--- src/sv/sfr_pkg.sv ---
// shared types and constants of the serial frame receiver
// no dependencies; used by sfr_frame_parse and serial_frame_receiver
package sfr_pkg;

   localparam int MAX_FRAME_DEF = 32;
   localparam int MIN_FRAME     = 3;
   localparam int BYTE_W        = 8;
   localparam int LEN_CFG_W     = 6;
   localparam int OUT_INDEX_W   = 5;
   localparam int CSR_INDEX_W   = 2;

   localparam logic [CSR_INDEX_W-1:0] CSR_HEADER    = 2'd0;
   localparam logic [CSR_INDEX_W-1:0] CSR_ADDRESS_A = 2'd1;
   localparam logic [CSR_INDEX_W-1:0] CSR_ADDRESS_B = 2'd2;
   localparam logic [CSR_INDEX_W-1:0] CSR_FRAME_LEN = 2'd3;

   localparam logic [BYTE_W-1:0]    HEADER_RESET    = 8'd165;
   localparam logic [BYTE_W-1:0]    ADDRESS_RESET   = 8'd1;
   localparam logic [LEN_CFG_W-1:0] FRAME_LEN_RESET = 6'd13;

   localparam logic STATUS_OK  = 1'b0;
   localparam logic STATUS_ERR = 1'b1;

   // frame events from the parser to the burst sequencer
   typedef struct packed {
      logic good;    // checksum matched, emit whole frame
      logic bad;     // checksum mismatch, emit one error transaction
      logic at_end;  // next byte completes the frame
   } frame_event_type;

endpackage

--- src/sv/sfr_frame_parse.sv ---
// byte position, running checksum and header/address check of the receiver
// depends on sfr_pkg
module sfr_frame_parse #(
   parameter int MAX_FRAME = sfr_pkg::MAX_FRAME_DEF,
   parameter int IDX_W     = $clog2(MAX_FRAME),
   parameter int CMP_W     = IDX_W + 1
) (
   input  logic                           clock,
   input  logic                           reset,
   input  logic                           accept,
   input  logic [sfr_pkg::BYTE_W-1:0]     rx_byte,
   input  logic [sfr_pkg::BYTE_W-1:0]     header_byte,
   input  logic [sfr_pkg::BYTE_W-1:0]     address_a,
   input  logic [sfr_pkg::BYTE_W-1:0]     address_b,
   input  logic [sfr_pkg::LEN_CFG_W-1:0]  frame_length,
   output logic [IDX_W-1:0]               position,
   output sfr_pkg::frame_event_type       frame_event
);

   logic [IDX_W-1:0]           pos_ff, pos_in;
   logic [sfr_pkg::BYTE_W-1:0] sum_ff, sum_in;
   logic [sfr_pkg::BYTE_W-1:0] byte0_ff, byte0_in;
   logic [sfr_pkg::BYTE_W-1:0] byte1_ff, byte1_in;
   logic [CMP_W-1:0]           len;
   logic [CMP_W-1:0]           pos_next;
   logic [sfr_pkg::BYTE_W-1:0] b1;
   logic                       addr_ok;

   always_comb begin
      if (frame_length < sfr_pkg::LEN_CFG_W'(sfr_pkg::MIN_FRAME)) begin
         len = CMP_W'(sfr_pkg::MIN_FRAME);
      end else if (int'(frame_length) > MAX_FRAME) begin
         len = CMP_W'(MAX_FRAME);
      end else begin
         len = CMP_W'(frame_length);
      end
   end

   assign pos_next = CMP_W'(pos_ff) + CMP_W'(1);
   assign b1       = (pos_ff == IDX_W'(1)) ? rx_byte : byte1_ff;
   assign addr_ok  = (byte0_ff == header_byte) && ((b1 == address_a) || (b1 == address_b));

   always_comb begin
      pos_in             = pos_ff;
      sum_in             = sum_ff;
      byte0_in           = byte0_ff;
      byte1_in           = byte1_ff;
      frame_event.good   = 1'b0;
      frame_event.bad    = 1'b0;
      frame_event.at_end = (pos_next >= len);
      if (accept) begin
         if (pos_ff == '0) begin
            byte0_in = rx_byte;
            if (rx_byte == header_byte) begin
               pos_in = IDX_W'(1);
               sum_in = rx_byte;
            end
         end else begin
            if (pos_ff == IDX_W'(1)) begin
               byte1_in = rx_byte;
            end
            if (!addr_ok) begin
               pos_in = '0;
               sum_in = '0;
            end else if (pos_next < len) begin
               pos_in = pos_next[IDX_W-1:0];
               sum_in = sum_ff + rx_byte;
            end else begin
               // checksum byte: sum of all earlier bytes mod 256
               frame_event.good = (sum_ff == rx_byte);
               frame_event.bad  = (sum_ff != rx_byte);
               pos_in = '0;
               sum_in = '0;
            end
         end
      end
   end

   always_ff @(posedge clock) begin
      if (reset) begin
         pos_ff <= '0;
         sum_ff <= '0;
      end else begin
         pos_ff <= pos_in;
         sum_ff <= sum_in;
      end
      byte0_ff <= byte0_in;
      byte1_ff <= byte1_in;
   end

   assign position = pos_ff;

endmodule

--- src/sv/serial_frame_receiver.sv ---
// serial frame receiver top level: config registers, frame store, burst output
// depends on sfr_pkg and sfr_frame_parse
//
// req channel: one received byte per transaction (req_rx_byte). rsp channel:
// one transaction per frame byte for a frame whose checksum matched, the
// last one flagged by rsp_last; a checksum mismatch gives a single
// transaction with rsp_status set. Bytes that break the header or address
// check are dropped and the frame restarts.
// Bytes are taken one per cycle while req_stall is low. The frame store has two
// banks: a finished frame drains from one bank while the next frame fills the
// other, so input and output overlap. Once the checksum byte is accepted, the
// burst state is registered and then the first result is loaded into the output
// register; the burst then gives one result per cycle while rsp_stall is low.
// req_stall rises only when the next byte would end a frame while the
// previous burst is still draining; it stays high until that burst is done.
// rsp_stall holds the output register and the burst position; nothing lost.
// csr_* writes may be issued only while the block is idle.
// Reset clears position, checksum, bank and burst state and loads the
// register defaults (header 165, both addresses 1, frame length 13).
module serial_frame_receiver #(
   parameter int MAX_FRAME = sfr_pkg::MAX_FRAME_DEF
) (
   input  logic                             clock,
   input  logic                             reset,
   input  logic                             req_valid,
   output logic                             req_stall,
   input  logic [sfr_pkg::BYTE_W-1:0]       req_rx_byte,
   output logic                             rsp_valid,
   input  logic                             rsp_stall,
   output logic                             rsp_status,
   output logic [sfr_pkg::BYTE_W-1:0]       rsp_frame_byte,
   output logic [sfr_pkg::OUT_INDEX_W-1:0]  rsp_byte_index,
   output logic                             rsp_last,
   input  logic                             csr_wen,
   input  logic [sfr_pkg::CSR_INDEX_W-1:0]  csr_index,
   input  logic [sfr_pkg::BYTE_W-1:0]       csr_wdata
);

   localparam int IDX_W  = $clog2(MAX_FRAME);
   localparam int CMP_W  = IDX_W + 1;
   localparam int ADDR_W = IDX_W + 1;
   localparam int DEPTH  = 2 * MAX_FRAME;

   logic [sfr_pkg::BYTE_W-1:0]    header_ff;
   logic [sfr_pkg::BYTE_W-1:0]    address_a_ff;
   logic [sfr_pkg::BYTE_W-1:0]    address_b_ff;
   logic [sfr_pkg::LEN_CFG_W-1:0] frame_len_ff;

   logic [sfr_pkg::BYTE_W-1:0] store_mem [DEPTH];

   logic                     fill_bank_ff;
   logic                     burst_active_ff;
   logic                     burst_err_ff;
   logic                     burst_bank_ff;
   logic [IDX_W-1:0]         burst_idx_ff;
   logic [CMP_W-1:0]         burst_cnt_ff;

   logic                              rsp_valid_ff;
   logic                              rsp_status_ff;
   logic [sfr_pkg::BYTE_W-1:0]        rsp_frame_byte_ff;
   logic [sfr_pkg::OUT_INDEX_W-1:0]   rsp_byte_index_ff;
   logic                              rsp_last_ff;

   logic                      req_accept;
   logic [IDX_W-1:0]          position;
   sfr_pkg::frame_event_type  frame_event;
   logic                      out_load;
   logic                      burst_end;
   logic [ADDR_W-1:0]         rd_addr;

   // a byte that could end a frame waits until the previous burst is out
   assign req_stall  = burst_active_ff && frame_event.at_end;
   assign req_accept = req_valid && !req_stall;

   sfr_frame_parse #(
      .MAX_FRAME (MAX_FRAME),
      .IDX_W     (IDX_W),
      .CMP_W     (CMP_W)
   ) u_parse (
      .clock        (clock),
      .reset        (reset),
      .accept       (req_accept),
      .rx_byte      (req_rx_byte),
      .header_byte  (header_ff),
      .address_a    (address_a_ff),
      .address_b    (address_b_ff),
      .frame_length (frame_len_ff),
      .position     (position),
      .frame_event  (frame_event)
   );

   always_ff @(posedge clock) begin
      if (reset) begin
         header_ff    <= sfr_pkg::HEADER_RESET;
         address_a_ff <= sfr_pkg::ADDRESS_RESET;
         address_b_ff <= sfr_pkg::ADDRESS_RESET;
         frame_len_ff <= sfr_pkg::FRAME_LEN_RESET;
      end else if (csr_wen) begin
         case (csr_index)
            sfr_pkg::CSR_HEADER:    header_ff    <= csr_wdata;
            sfr_pkg::CSR_ADDRESS_A: address_a_ff <= csr_wdata;
            sfr_pkg::CSR_ADDRESS_B: address_b_ff <= csr_wdata;
            sfr_pkg::CSR_FRAME_LEN: frame_len_ff <= csr_wdata[sfr_pkg::LEN_CFG_W-1:0];
            default: ;
         endcase
      end
   end

   assign out_load  = burst_active_ff && (!rsp_valid_ff || !rsp_stall);
   assign burst_end = burst_err_ff || (CMP_W'(burst_idx_ff) + CMP_W'(1) == burst_cnt_ff);
   assign rd_addr   = {burst_bank_ff, burst_idx_ff};

   // frame store: write port from the input side, registered read for the burst
   always_ff @(posedge clock) begin
      if (req_accept) begin
         store_mem[{fill_bank_ff, position}] <= req_rx_byte;
      end
      if (out_load) begin
         rsp_frame_byte_ff <= burst_err_ff ? '0 : store_mem[rd_addr];
      end
   end

   always_ff @(posedge clock) begin
      if (reset) begin
         fill_bank_ff    <= 1'b0;
         burst_active_ff <= 1'b0;
         burst_err_ff    <= 1'b0;
         burst_bank_ff   <= 1'b0;
         burst_idx_ff    <= '0;
         burst_cnt_ff    <= '0;
         rsp_valid_ff    <= 1'b0;
      end else begin
         if (out_load) begin
            rsp_valid_ff <= 1'b1;
         end else if (!rsp_stall) begin
            rsp_valid_ff <= 1'b0;
         end
         if (frame_event.good || frame_event.bad) begin
            // a new burst only starts once the previous one has drained
            burst_active_ff <= 1'b1;
            burst_err_ff    <= frame_event.bad;
            burst_bank_ff   <= fill_bank_ff;
            burst_idx_ff    <= '0;
            burst_cnt_ff    <= CMP_W'(position) + CMP_W'(1);
            if (frame_event.good) begin
               fill_bank_ff <= !fill_bank_ff;
            end
         end else if (out_load) begin
            burst_idx_ff <= burst_idx_ff + IDX_W'(1);
            if (burst_end) begin
               burst_active_ff <= 1'b0;
            end
         end
      end
   end

   always_ff @(posedge clock) begin
      if (out_load) begin
         rsp_status_ff     <= burst_err_ff ? sfr_pkg::STATUS_ERR : sfr_pkg::STATUS_OK;
         rsp_byte_index_ff <= burst_err_ff ? '0 : sfr_pkg::OUT_INDEX_W'(burst_idx_ff);
         rsp_last_ff       <= burst_end;
      end
   end

   assign rsp_valid      = rsp_valid_ff;
   assign rsp_status     = rsp_status_ff;
   assign rsp_frame_byte = rsp_frame_byte_ff;
   assign rsp_byte_index = rsp_byte_index_ff;
   assign rsp_last       = rsp_last_ff;

endmodule

--- config.mk ---
export PLATFORM = sky130hd
export DESIGN_NAME = serial_frame_receiver
export DESIGN_NICKNAME = d
export VERILOG_FILES = /design/src/sv/sfr_pkg.sv /design/src/sv/sfr_frame_parse.sv /design/src/sv/serial_frame_receiver.sv
export SDC_FILE = /design/constraint.sdc
export NUM_CORES = 1
export LEC_CHECK = 0
export BUFFER_PORTS_ARGS = -buffer_cell sky130_fd_sc_hd__buf_2
export CAP_MARGIN = 20
export CORE_ASPECT_RATIO = 1.5
export CORE_MARGIN = 1.5
export CORE_UTILIZATION = 45
export CTS_BUF_LIST = sky130_fd_sc_hd__clkbuf_2
export DETAILED_ROUTE_END_ITERATION = 16
export PLACE_DENSITY_LB_ADDON = 0.08
export SLEW_MARGIN = 20
export SYNTH_ARGS = -nofsm -noshare
export SYNTH_HDL_FRONTEND = slang
export SYNTH_HIERARCHICAL = 1
export SYNTH_SLANG_ARGS = --single-unit
--- constraint.sdc ---
create_clock -name clock -period 6.7 [get_ports clock]
set_input_delay 0.67 -clock clock [delete_from_list [all_inputs] [get_ports clock]]
set_output_delay 0.67 -clock clock [all_outputs]
set_load 0.01 [all_outputs]
# Word-level counts from Yosys, hierarchy flattened
# Memories as Yosys holds them, arrays and structs flattened. A register that Yosys moved wholly into a read port is not among the register bits.
# Cells that the tools add are included.
[op_classes]
n_addsub = 4
n_mul = 0
div_mod_pow = 0
magnitude_cmp = 4
eq_ne = 13
shift = 0
n_mux = 23
n_bitwise = 1
n_reduce_logical = 26
[ops]
columns = ["op", "n"]
rows = [
  ["$eq 8x8->1", 5],
  ["$mux 8", 5],
  ["$mux 5", 4],
  ["$reduce_and 2->1", 9],
  ["$add 5x1->6 const B", 2],
  ["$mux 6", 2],
  ["$add 8x8->8", 1],
  ["$mux 1", 8],
  ["$mux 2", 4],
  ["$ne 8x8->1", 1],
  ["$eq 6x6->1", 1],
  ["$ge 6x6->1", 1],
  ["$gt 6x6->1 const B", 1],
  ["$lt 6x2->1 const B", 1],
  ["$lt 6x6->1", 1],
  ["$add 5x1->5 const B", 1],
  ["$eq 5x1->1 const B", 1],
  ["$logic_not 5->1", 1],
  ["$eq 2x2->1 const B", 2],
  ["$logic_and 1x1->1", 4],
  ["$logic_not 1->1", 4],
  ["$logic_or 1x1->1", 4],
  ["$reduce_bool 2->1", 2],
  ["$eq 2x1->1 const B", 1],
  ["other kinds (5)", 5],
]
[totals]
ff_bits = 82
latch_bits = 0
ram_bits = 512
romBits = 0
inputBits = 23
out_inout_bits = 17
wordCells = 90
mem_count = 1
[memory_table]
columns = ["name", "words", "width", "read_ports", "rd_clocked_by_memory_dff", "wr", "line", "rtl"]
rows = [
  ["store_mem", 64, 8, 1, 1, 1, "serial_frame_receiver.sv:49", "logic [sfr_pkg::BYTE_W-1:0] store_mem [DEPTH];"],
]

# Logic depth before layout (Yosys ltp)
# Gate-level depths: netlist of the first run.
[logic_depth]
ltp_word = 11
depth_mapped = 16
depth_no_buf = 16

# Hierarchy
# The synthesis of the first run kept the hierarchy.
[by_module_without_submodules]
columns = ["mod", "n_inst", "cells_per_inst", "area_per_inst_um2", "seq_area_each_um2"]
rows = [
  ["serial_frame_receiver", 1, 1153, 22340.2, 16746.1],
  ["sfr_frame_parse", 1, 277, 2347.3, 740.7],
]

# Worst setup path after synthesis of the first run
# OpenSTA, ideal clock, no wires.
[synth_timing]
kind = "register to register"
startpoint = "register u_parse.pos_ff[0] (netlist: u_parse/position[0])"
endpoint = "register burst_cnt_ff[0]"
setup_ps = 86
t_arrival_ps = 3575
setup_slack_ps = 3039
path_stages_with_launch = 17
n_path_buf = 1
period_less_slack_ps = 3661
cell_sequence = "dfxtp_1 -> ha_1 -> nand3_1 -> xnor2_1 -> ha_1 -> a21o_1 -> a21oi_1 -> nor2b_1 -> o21ai_0 -> and2_1 -> nor2b_1 -> nand2_1 -> nor4_1 -> or2_2 -> clkbuf_1 -> nor2_1 -> a211oi_1"
[synth_lines]
columns = ["item", "line", "rtl"]
rows = [
  ["from (decl)", "sfr_frame_parse.sv:20", "logic [IDX_W-1:0] pos_ff, pos_in;"],
  ["from (signal assigned)", "sfr_frame_parse.sv:84", "pos_ff <= pos_in;"],
  ["to (signal assigned)", "serial_frame_receiver.sv:144", "burst_cnt_ff <= CMP_W'(position) + CMP_W'(1);"],
  ["to (decl)", "serial_frame_receiver.sv:56", "logic [CMP_W-1:0] burst_cnt_ff;"],
]

==> results.txt, run 1 <==
- Number of global-route vias before repair: 14,299
* Pre-antenna DRT Iters: 5
- Global routing finished with a remaining overflow of 0.
- Vias post-DR: 13,390
* Switching Fraction: 23.6%
* Kind of critical path: reg -> reg
- Synth async-reset ratio: 0%
* Floorplan Core Area: 0.0545 mm2
* Number of buffers on the longest clock path: 3
- In this run the static leakage power is 8.70 nW.
- Entering global routing, the biggest net connects 60 pins.
* Part of the power in combinational logic: 2.6%
- Die area: 0.0563 mm2
- At the placement stage, the worst setup path has a slack of 1740 ps.
- In this run the tightest slew margin relative to its limit is 26.8%.
* Critical path required time: 7410 ps
* Setup tns final: 0 ps
* Area growth from synthesis to final layout: 9.64%
- Max-slew violation count: 0
- Later-pin clock latency in the skew report: 1140 ps
* Fraction of the cycle the final worst path needs: 74.2%
* Data arrival time at the worst-slack endpoint: 5680 ps
- Internal Power: 0.00510 W
- Worst-case setup margin in the final layout: 1730 ps
- The run finished with clean final reports.
- IR analysis of the VDD net gives a maximum drop of 0.116 mV.
- After detailed routing, the number of remaining DRC violations is 0.
- Initial cell density of the core: 45.3%
- Highest attainable clock frequency: 201 MHz
- Of all nets on the critical path, the largest fanout is 14.
- After synthesis, flip-flops and latches occupy 70.8% of the total area.
- Worst hold slack across all endpoints: 162 ps
- Number of clock buffers inserted by TritonCTS: 143
- In the final layout, the share of cells above drive strength 1 is 25.5%.
* DP HPWL: 39,800 um
- In this run, synthesis produced a sequential element count of 602.
- After layout, the minimum clock period comes to 4970 ps.
- Filler cell count in the final layout: 4,639
* Kind of start point of the critical path: flip-flop
- The first global-routing pass estimated 91,900 um of wire.
* Number of maximum-capacitance constraint violations: 0
* Final wirelength: 61,800 um
- A synthesized cell averages 17.3 um2.
- After synthesis the cells add up to 0.0247 mm2.
- Total number of nets in the final design: 1,630
* Hold Path Stages: 1
- The synthesized design contains 543 enable-type register cells.
- Count of mapped cells out of synthesis: 1,430
- The clock net in this run drives a total of 602 sinks.
* Clock skew: 82.5 ps
- Summing all non-filler instances in the final layout gives an area of 0.0271 mm2.
- TritonCTS built the clock tree.
- The count of buffers added on input and output ports is 39.
* Commonest cells after routing, fill and taps aside: sky130_fd_sc_hd__edfxtp_1, sky130_fd_sc_hd__clkbuf_2, sky130_fd_sc_hd__mux4_2
- Cell Rows: 105
- The congestion estimate from routability-driven global placement came to 0.855.
- Using the TritonRoute via totals, the vias-per-cell ratio works out to 5.59.
- Routed wire per std cell: 25.8 um
- 1st-iter DRT viols: 1,009
- Global router's overall resource usage: 22.6%
* Share of total power in sequential cells: 61.4%
* Final Hold Fails: 0
- Final Setup Violations: 0
- STA classifies the critical path endpoint as a flip-flop.
- Depth of the worst register-to-register path: 12
- Switching pwr: 0.00157 W
* Clock Power Share: 36.0%
- During I/O placement, the number of pins put on the boundary was 40.
- For this run, the number of Yosys warnings is 6.
* Hold Crit Class: in -> reg
- Synthesized Nets: 1,472
- Die Wd: 194 um
- Dividing total power by cell area gives a power density of 247 mW/mm2.
- Count of antenna-violating nets left after detailed routing: 0
- Netlist cell types: 55
* Post-Place Cell Area: 0.0255 mm2
- The H-tree was split into 4 levels.
* Most frequent standard cell in the layout excluding fill and tap cells: sky130_fd_sc_hd__edfxtp_1
- For the pin with the worst max-slew slack, the measured transition is 1090 ps.
- Clk Tree Root Cell: sky130_fd_sc_hd__clkbuf_2
* Initial antenna violation count: 1
- For this run, the leading register cell type out of synthesis is sky130_fd_sc_hd__edfxtp_1.
* Die H: 290 um
* Clock edge transition at the registers on the reported setup and hold paths: 110 ps
* Setup repair after global routing missed its margin: false
[area by class of cell]
type	instances	area (um2)	share of cell area [%]
Inverter	26	97.6	0.361
Antenna cell	2	5.00	0.0185
Tap cell	695	870	3.21
Clock inverter	58	339	1.25
Sequential cell	602	17500	64.6
Clock buffer	199	996	3.68
Multi-Input combinational cell	732	6680	24.7
Timing Repair Buffer	83	586	2.16
[power by group through the flow]
stage / Sequential, W / Clock (W) / Combinational (W)
floorplan: 0.00419 / 0 / 0.0000578
global placement: 0.00419 / 0 / 0.000165
detailed placement: 0.00419 / 0 / 0.000167
CTS: 0.00410 / 0.00249 / 0.000177
global route: 0.00410 / 0.00265 / 0.000190
finish: 0.00410 / 0.00240 / 0.000174
[layer usage]
| metal | track usage, % | wire [um] | vias to the layer above |
|---|---|---|---|
| met4 | 10.2 | 2350 | 0 |
| met3 | 4.52 | 2880 | 115 |
| met2 | 41.1 | 33600 | 423 |
| met1 | 25.6 | 23000 | 6787 |
| li1 | - | - | 6065 |
| met5 | 0 | 0 | - |
[through the flow]
stage / util, % / cells / total power (W)
detailed placement: 46.7 / 2114 / 0.00436
global placement: 46.7 / 2114 / 0.00435
finish: 49.6 / 2397 / 0.00668
CTS: 49.6 / 2395 / 0.00677
global route: 49.6 / 2396 / 0.00695
floorplan: - / 1430 / 0.00424
[state kept, by name (all words and copies together) (netlist names)]
signal,count
u_parse/position,5
burst_err_ff,1
burst_cnt_ff,6
fill_bank_ff,1
burst_active_ff,1
u_parse/sum_ff,8
address_a_ff,8
frame_len_ff,6
rsp_valid,1
store_mem,512
address_b_ff,8
rsp_frame_byte,8
header_ff,8
burst_bank_ff,1
rsp_status,1
burst_idx_ff,5
u_parse/byte0_ff,8
rsp_last,1
u_parse/byte1_ff,8
rsp_byte_index,5
[final timing paths]
kind | from | to | slack, ps
max | u_parse/position[0] | store_mem[15][5] | 1730
min | req_rx_byte[2] | store_mem[0][2] | 160
max reg2reg | u_parse/position[0] | store_mem[15][5] | 1730
min reg2reg | burst_cnt_ff[1] | burst_cnt_ff[1] | 480
[kinds of logic after synthesis]
logic type	after synthesis	share of synthesized area [%]
adder cells (fa/ha/maj)	19	0.993
multiplexers	187	14.3
XOR/XNOR	51	1.81
AND/OR/NAND/NOR	337	6.28
AO/OA/AOI/OAI	138	3.64
flip-flops	602	70.8
buffers and inverters	96	2.17
[cells in the mapped netlist (all sizes together), types with 8 or more instances]
| master | instances | area share (%) |
|---|---|---|
| a21oi | 46 | 0.93 |
| a221oi | 8 | 0.28 |
| a31oi | 9 | 0.23 |
| buf | 45 | 1.4 |
| clkbuf | 25 | 0.38 |
| dfxtp | 59 | 4.8 |
| edfxtp | 543 | 66 |
| ha | 18 | 0.91 |
| inv | 26 | 0.40 |
| mux2 | 13 | 0.59 |
| mux2i | 45 | 1.8 |
| mux4 | 129 | 12 |
| nand2 | 99 | 1.5 |
| nand3 | 40 | 0.81 |
| nor2 | 99 | 1.5 |
| nor2b | 24 | 0.61 |
| nor3 | 31 | 0.63 |
| o21ai | 22 | 0.45 |
| o22ai | 16 | 0.43 |
| xnor2 | 28 | 0.99 |
| xor2 | 23 | 0.82 |
[worst max-delay path: stages, from the launching register on]
cell,delay [ps]
sky130_fd_sc_hd__dfxtp_1,620
sky130_fd_sc_hd__ha_1,260
sky130_fd_sc_hd__nand3_1,100
sky130_fd_sc_hd__xnor2_1,230
sky130_fd_sc_hd__ha_1,280
sky130_fd_sc_hd__a21o_1,160
sky130_fd_sc_hd__a21oi_1,150
sky130_fd_sc_hd__nor2b_1,220
sky130_fd_sc_hd__o21ai_0,110
sky130_fd_sc_hd__and2_1,180
sky130_fd_sc_hd__nor2b_1,380
sky130_fd_sc_hd__nand4_1,940
sky130_fd_sc_hd__nor2_1,890
[repair_timing]
action,4_1_cts,5_1_grt
gates resized for setup,0,0
setup buffers,0,0
endpoints found under the setup margin,0,0
hold buffers,24,0
hold endpoints to repair,57,0
No activity file was read; power rests on OpenSTA's default activity.
==> run 2: changes to the inputs <==
- clock period: 6.7 -> 5.2 ns (I/O delays scaled with it)
==> run 2 against run 1 <==
Worst hold slack better by 28 ps. Clock power up 23%. Register-to-register slack worse by 1200 ps. Via count up 2.5%. Sequential power up 29%. Die area unchanged. Worst setup slack worse by 1200 ps.
==> results.txt, run 2 (synthesized netlist as in run 1, its figures left out) <==
* Run status: complete, no violations
- Internal Power: 0.00646 W (+27%)
- The pin slew with the least headroom to its limit came to 1010 ps (-80.6 ps).
* Highest attainable clock frequency: 214 MHz (+6.2%)
* CP Max Fanout: 14 (unchanged)
* Post-Place Cell Area: 0.0259 mm2 (+1.5%)
- The width of the die came to 194 um (unchanged).
- Clk Tree Root Cell: sky130_fd_sc_hd__clkbuf_2
- The minimum clock period was 4680 ps (-289 ps).
* Initial antenna violation count: 1 (unchanged)
- The initial detailed-routing violation count is 1,029 (+2.0%).
- Final Setup Violations: 0 (unchanged)
- The detailed-route via count was 13,729 (+2.5%).
- Filler cell count in the final layout: 4,556 (-1.8%)
- Post-layout instance area: 0.0274 mm2 (+1.4%)
- Most used routing layer in global routing: met2
- The flip-flop count of the largest register after layout is 512 (unchanged).
- The estimated wirelength of the detail-placed design was 39,500 um (-0.58%).
- store_mem holds more flip-flops than any other register.
- Share of total power in sequential cells: 62.4% (+1.0 points)
- Clock edge transition at the registers on the reported setup and hold paths: 100 ps (about the same)
- The static leakage was 8.95 nW (+2.9%).
* Commonest cells after routing, fill and taps aside: sky130_fd_sc_hd__edfxtp_1, sky130_fd_sc_hd__clkbuf_2, sky130_fd_sc_hd__mux4_2
- The wire length of the first global-routing pass is 91,400 um (-0.51%).
- The setup TNS is 0 ps (unchanged).
* Final Hold Fails: 0 (unchanged)
- Kind of critical path: reg -> reg
- The number of buffer cells added on primary ports came to 39 (unchanged).
* Areal power density over the cells: 309 mW/mm2 (+25%)
* Global-route congestion overflow total: 0 (unchanged)
- The number of nets in the finished design was 1,680 (+3.1%).
* Number of clock buffers inserted by TritonCTS: 141 (-1.4%)
- Part of the power in combinational logic: 2.7% (about the same)
- The endpoint required time on the critical path is 5960 ps (-1450 ps).
- Number of buffers on the longest clock path: 3 (unchanged)
- The critical path data arrival time is 5440 ps (-240 ps).
- The worst setup path is launched from a flip-flop.
- The net load switching power was 0.00202 W (+28%).
- Sum of internal, switching and leakage power: 0.00847 W (+27%)
* Number of maximum-capacitance constraint violations: 0 (unchanged)
- Met1 Track Usage GR: 26.3% (+0.69 points)
- Later-pin clock latency in the skew report: 1140 ps (about the same)
- H-tree Lvls: 4 (unchanged)
- The met2 capacity usage during global routing came to 40.7% (-0.39 points).
- The min-delay analysis places its worst path in the category in -> reg.
- The average vias per placed instance was 5.61 (+0.48%).
- Compared with the post-synthesis result, the final layout area differs by 11.2%.
- Initial cell density of the core: 45.3% (unchanged)
* Most frequent standard cell in the layout excluding fill and tap cells: sky130_fd_sc_hd__edfxtp_1
* Clock skew: 50.7 ps (-31.8 ps)
- TritonCTS clock tree: done
* Pre-antenna DRT Iters: 5 (unchanged)
- The worst supply voltage drop on vdd is 0.172 mV (+49%).
* Die H: 290 um (unchanged)
- Clock Power Share: 34.9% (-1.1 points)
- Floorplan Core Area: 0.0545 mm2 (unchanged)
- The boundary pin count was 40 (unchanged).
* Layout cells sized above 1: 27.5% (+2.0 points)
* Max-slew violation count: 0 (unchanged)
- STA classifies the critical path endpoint as a flip-flop.
- Number of global-route vias before repair: 14,159 (-0.98%)
- The normalized max-slew margin came to 32.4% (+5.6 points).
- GRT met3 Usage: 3.91% (-0.62 points)
- The clock sink count came to 602 (unchanged).
- Post CTS Setup Buffer Count: 0 (unchanged)
- Global router's overall resource usage: 22.5% (-0.13 points)
- Cell Rows: 105 (unchanged)
- Die area: 0.0563 mm2 (unchanged)
- The share of the clock period used by the worst path was 90.0% (+16 points).
- The switching share of power was 23.8% (+0.24 points).
* Count of antenna-violating nets left after detailed routing: 0 (unchanged)
- Final wirelength: 62,100 um (+0.54%)
- Gpl congestion: 0.867 (+1.4%)
- Core utilization of the finished layout: 50.3% (+0.69 points)
- Setup repair after global routing missed its margin: false
* Pin count of the biggest net entering global routing: 68 (+13%)
- Routed wire per std cell: 25.4 um (-1.5%)
- The number of DRC violations after detailed routing was 0 (unchanged).
run 2: path summary, 6_finish.rpt:
check / start / endpoint / slack [ps] / cells after the start
worst min register to register: frame_len_ff[1] / frame_len_ff[1] / 470 / 2
worst min-delay path: req_rx_byte[2] / u_parse/sum_ff[2] / 190 / 5
worst max-delay path: u_parse/position[0] / store_mem[12][4] / 520 / 13
worst max register to register: u_parse/position[0] / store_mem[12][4] / 520 / 13
run 2: timing repair:
action,4_1_cts,5_1_grt
endpoints found under the hold margin,182,0
hold buffers,30,0
gates resized for setup,0,0
setup endpoints to repair,0,0
run 2: area by class of cell:
type | instances | area [um2] | area share [%]
inverter | 26 | 97.6 | 0.356
sequential | 602 | 17500 | 63.8
clock buffer | 207 | 1040 | 3.78
multi-input combinational | 732 | 6670 | 24.3
clock inverter | 48 | 224 | 0.816
antenna | 1 | 2.50 | 0.00912
timing repair buffer | 135 | 1040 | 3.79
tap | 695 | 870 | 3.17
run 2: metrics by stage:
step / worst slack (ps) / hold slack [ps] / cells
2_1_floorplan: 1540 / 406 / 1430
3_3_place_gp: 773 / 449 / 2159
3_5_place_dp: 647 / 449 / 2159
4_1_cts: 588 / 42.6 / 2444
5_1_grt: 225 / 115 / 2446
6_report: 519 / 190 / 2446
run 2: metal layers:
metal | vias up | part of all wire, %
met3 | 113 | 4.5
li1 | 6158 | -
met4 | 0 | 3.0
met1 | 6991 | 38
met2 | 467 | 55
met5 | - | 0
run 2: critical path, cell delays in order (launching register included):
cell,delay (ps)
sky130_fd_sc_hd__dfxtp_1,640
sky130_fd_sc_hd__ha_1,280
sky130_fd_sc_hd__nand3_1,100
sky130_fd_sc_hd__xnor2_1,250
sky130_fd_sc_hd__ha_1,290
sky130_fd_sc_hd__a21o_1,160
sky130_fd_sc_hd__a21oi_1,170
sky130_fd_sc_hd__nor2b_1,250
sky130_fd_sc_hd__o21ai_0,110
sky130_fd_sc_hd__and2_1,180
sky130_fd_sc_hd__nor2b_1,390
sky130_fd_sc_hd__nor2b_1,310
sky130_fd_sc_hd__nand2_1,490
sky130_fd_sc_hd__nor2_1,690
run 2: power by group through the flow:
stage,registers [W],logic [W],clock network (W)
detailed placement,0.00540,0.000214,0
finish,0.00529,0.000227,0.00296
global route,0.00529,0.000247,0.00328
floorplan,0.00539,0.0000745,0
global placement,0.00540,0.000212,0
CTS,0.00529,0.000230,0.00307
==> run 3: changes to the inputs <==
- clock period: 5.2 -> 4.2 ns (I/O delays scaled with it)
==> run 3 against run 2 <==
Clock power rose by 26%. Sequential cell count did not move. Fmax rose by 22%. Sequential power rose by 24%. Register-to-register slack got worse by 150 ps. Critical endpoint is now store_mem[28][7].
==> results.txt, run 3 (synthesized netlist as in run 1, its figures left out) <==
* Switching pwr: 0.00249 W (+24%)
- Worst Setup End Kind: flip-flop
- Run status: complete, no violations
- Switching Fraction: 23.6% (-0.18 points)
- The post-cts resize count was 0 (unchanged).
- Setup repair after global routing left no endpoint under its margin.
* Count of antenna-violating nets left after detailed routing: 0 (unchanged)
- Vias post-DR: 13,862 (+0.97%)
- Number of global-route vias before repair: 14,801 (+4.5%)
- Period minus WS final: 3830 ps (-850 ps)
- Clock skew: 68.6 ps (+17.9 ps)
* Layout cells sized above 1: 28.6% (+1.2 points)
- Gpl congestion: 0.891 (+2.7%)
- TritonCTS clock tree: done
- The number of antenna violations at the first check in global routing is 2 (+1).
- The final worst slack was 369 ps (-150 ps).
- The static leakage is 9.24 nW (+3.3%).
- The number of DRC violations after detailed routing was 0 (unchanged).
* Reg2Reg Launch Point: u_parse/position[0]
* Fraction of the cycle the final worst path needs: 91.2% (+1.2 points)
- Core utilization of the finished layout: 51.2% (+0.84 points)
* Critical path required time: 4930 ps (-1030 ps)
* Clock Sink Count: 602 (unchanged)
* Launching instance or port of the critical path: u_parse/position[0]
- Die area: 0.0563 mm2 (unchanged)
- Setup WS pre-CTS: 432 ps (-215 ps)
* Max-slew violation count: 0 (unchanged)
- The average vias per placed instance is 5.54 (-1.3%).
- The count of final setup violators came to 0 (unchanged).
- Number of buffers on the longest clock path: 3 (unchanged)
* I/O Pins: 40 (unchanged)
- Highest attainable clock frequency: 261 MHz (+22%)
- The maximum fanout along the worst path came to 8 (-6).
- Kind of critical path: reg -> reg
- The width of the die came to 194 um (unchanged).
* Part of the power in combinational logic: 2.8% (about the same)
- Clock Power Share: 35.3% (+0.4 points)
- In this run the most critical hold path is launched from csr_wdata[7].
- Global-route wire length before repair: 94,000 um (+2.8%)
- 1st-iter DRT viols: 950 (-7.7%)
* Max-Slew Margin vs Limit: 42.9% (+10 points)
- Area growth from synthesis to final layout: 13.0%
- The total track usage came to 23.1% (+0.58 points).
- H-tree Lvls: 4 (unchanged)
- The tree is rooted in a sky130_fd_sc_hd__clkbuf_2.
- Commonest cells after routing, fill and taps aside: sky130_fd_sc_hd__edfxtp_1, sky130_fd_sc_hd__clkbuf_2, sky130_fd_sc_hd__mux4_2
* Pin count of the biggest net entering global routing: 68 (unchanged)
* Final Hold Fails: 0 (unchanged)
- Global-route congestion overflow total: 0 (unchanged)
* Measured slew at the worst slew-check pin: 857 ps (-157 ps)
* Cell Rows: 105 (unchanged)
- Setup tns final: 0 ps (unchanged)
- The routed length per instance is 25.3 um (-0.46%).
* Largest register by flop count: store_mem
* DP HPWL: 40,800 um (+3.2%)
- The die extent in y came to 290 um (unchanged).
- The worst hold path belongs to the class in -> reg.
- Number of clock buffers inserted by TritonCTS: 141 (unchanged)
- Internal Power: 0.00807 W (+25%)
- The worst setup path is launched from a flip-flop.
- Clock edge transition at the registers on the reported setup and hold paths: 100 ps (about the same)
- Data arrival time at the worst-slack endpoint: 4560 ps (-880 ps)
- Share of total power in sequential cells: 62.0% (-0.4 points)
- The number of nets in the finished design came to 1,735 (+3.3%).
* Initial cell density of the core: 45.3% (unchanged)
- Count of placed standard cells including taps: 2,197 (+1.8%)
* Count of buffers from port buffering: 39 (unchanged)
- The clock latency of the later-clocked register in the worst-skew pair is 1140 ps (about the same).
- Areal power density over the cells: 379 mW/mm2 (+23%)
- The worst supply voltage drop on vdd is 0.207 mV (+20%).
- Floorplan Core Area: 0.0545 mm2 (unchanged)
- The wire length after detailed routing came to 63,200 um (+1.8%).
- The max-capacitance violation count came to 0 (unchanged).
* Most frequent standard cell in the layout excluding fill and tap cells: sky130_fd_sc_hd__edfxtp_1
- The first-pass iteration count of the detailed router was 5 (unchanged).
* Number of flip-flops in the largest register: 512 (unchanged)
- The non-filler instance count after layout was 2,502 (+2.3%).
[run 3: changes by cell type in the layout (fill, tap and decap cells not counted), sizes merged]
cell / delta
buf: +37
dlygate4sd3: +18
clkinvlp: -2
bufinv: +1
clkbuf: +1
clkinv: +1
diode: +1
inv: -1
[run 3: cell type report]
type / count / area (um2)
Timing Repair Buffer: 190 / 1470
Inverter: 26 / 97.6
Fill cell: 4564 / 26600
Sequential cell: 602 / 17500
Antenna cell: 2 / 5.00
Clock inverter: 47 / 239
Clock buffer: 208 / 1040
Tap cell: 695 / 870
Multi-Input combinational cell: 732 / 6670
[run 3: repair_timing]
action,4_1_cts,5_1_grt
buffers inserted,0,0
hold endpoints to repair,209,0
endpoints found under the setup margin,0,0
hold buffers,48,0
[run 3: metal layers]
layer	track usage, %	part of all wire (%)	wire, um
met3	3.94	4.1	2600
met1	27.1	39	24500
met4	10.1	3.4	2180
met5	0	0	0
met2	41.4	54	34000
[run 3: power groups by stage]
| stage | logic [W] | registers, W | clock network [W] |
|---|---|---|---|
| 4_1_cts | 0.000296 | 0.00654 | 0.00386 |
| 3_3_place_gp | 0.000263 | 0.00668 | 0 |
| 3_5_place_dp | 0.000267 | 0.00668 | 0 |
| 5_1_grt | 0.000318 | 0.00655 | 0.00414 |
| 6_report | 0.000293 | 0.00654 | 0.00372 |
| 2_1_floorplan | 0.0000922 | 0.00668 | 0 |
[run 3: per-stage QoR]
stage,total power [W],hold slack [ps],area [um2]
after detailed placement,0.00695,453,26100
after global routing,0.0110,75.7,27900
after global placement,0.00694,456,26100
after CTS,0.0107,3.19,27900
after floorplan,0.00677,406,24700
final,0.0106,165,27900
[run 3: worst paths after layout]
path,end,slack [ps],cells past startpoint
min,header_ff[7],170,4
min reg2reg,frame_len_ff[1],480,2
max,store_mem[28][7],370,14
max reg2reg,store_mem[28][7],370,14
[run 3: worst max-delay path: stages, from the launching register on]
cell and delay, ps:
sky130_fd_sc_hd__dfxtp_1 320, sky130_fd_sc_hd__ha_1 220, sky130_fd_sc_hd__nor2b_1 150, sky130_fd_sc_hd__or2_2 290, sky130_fd_sc_hd__ha_1 310, sky130_fd_sc_hd__a21oi_1 160, sky130_fd_sc_hd__a21oi_1 110, sky130_fd_sc_hd__nor2b_1 200
sky130_fd_sc_hd__o21ai_0 110, sky130_fd_sc_hd__and2_1 170, sky130_fd_sc_hd__nor2b_1 150, sky130_fd_sc_hd__nor2b_1 190, sky130_fd_sc_hd__buf_4 140, sky130_fd_sc_hd__nand2_1 300, sky130_fd_sc_hd__nor2_1 640
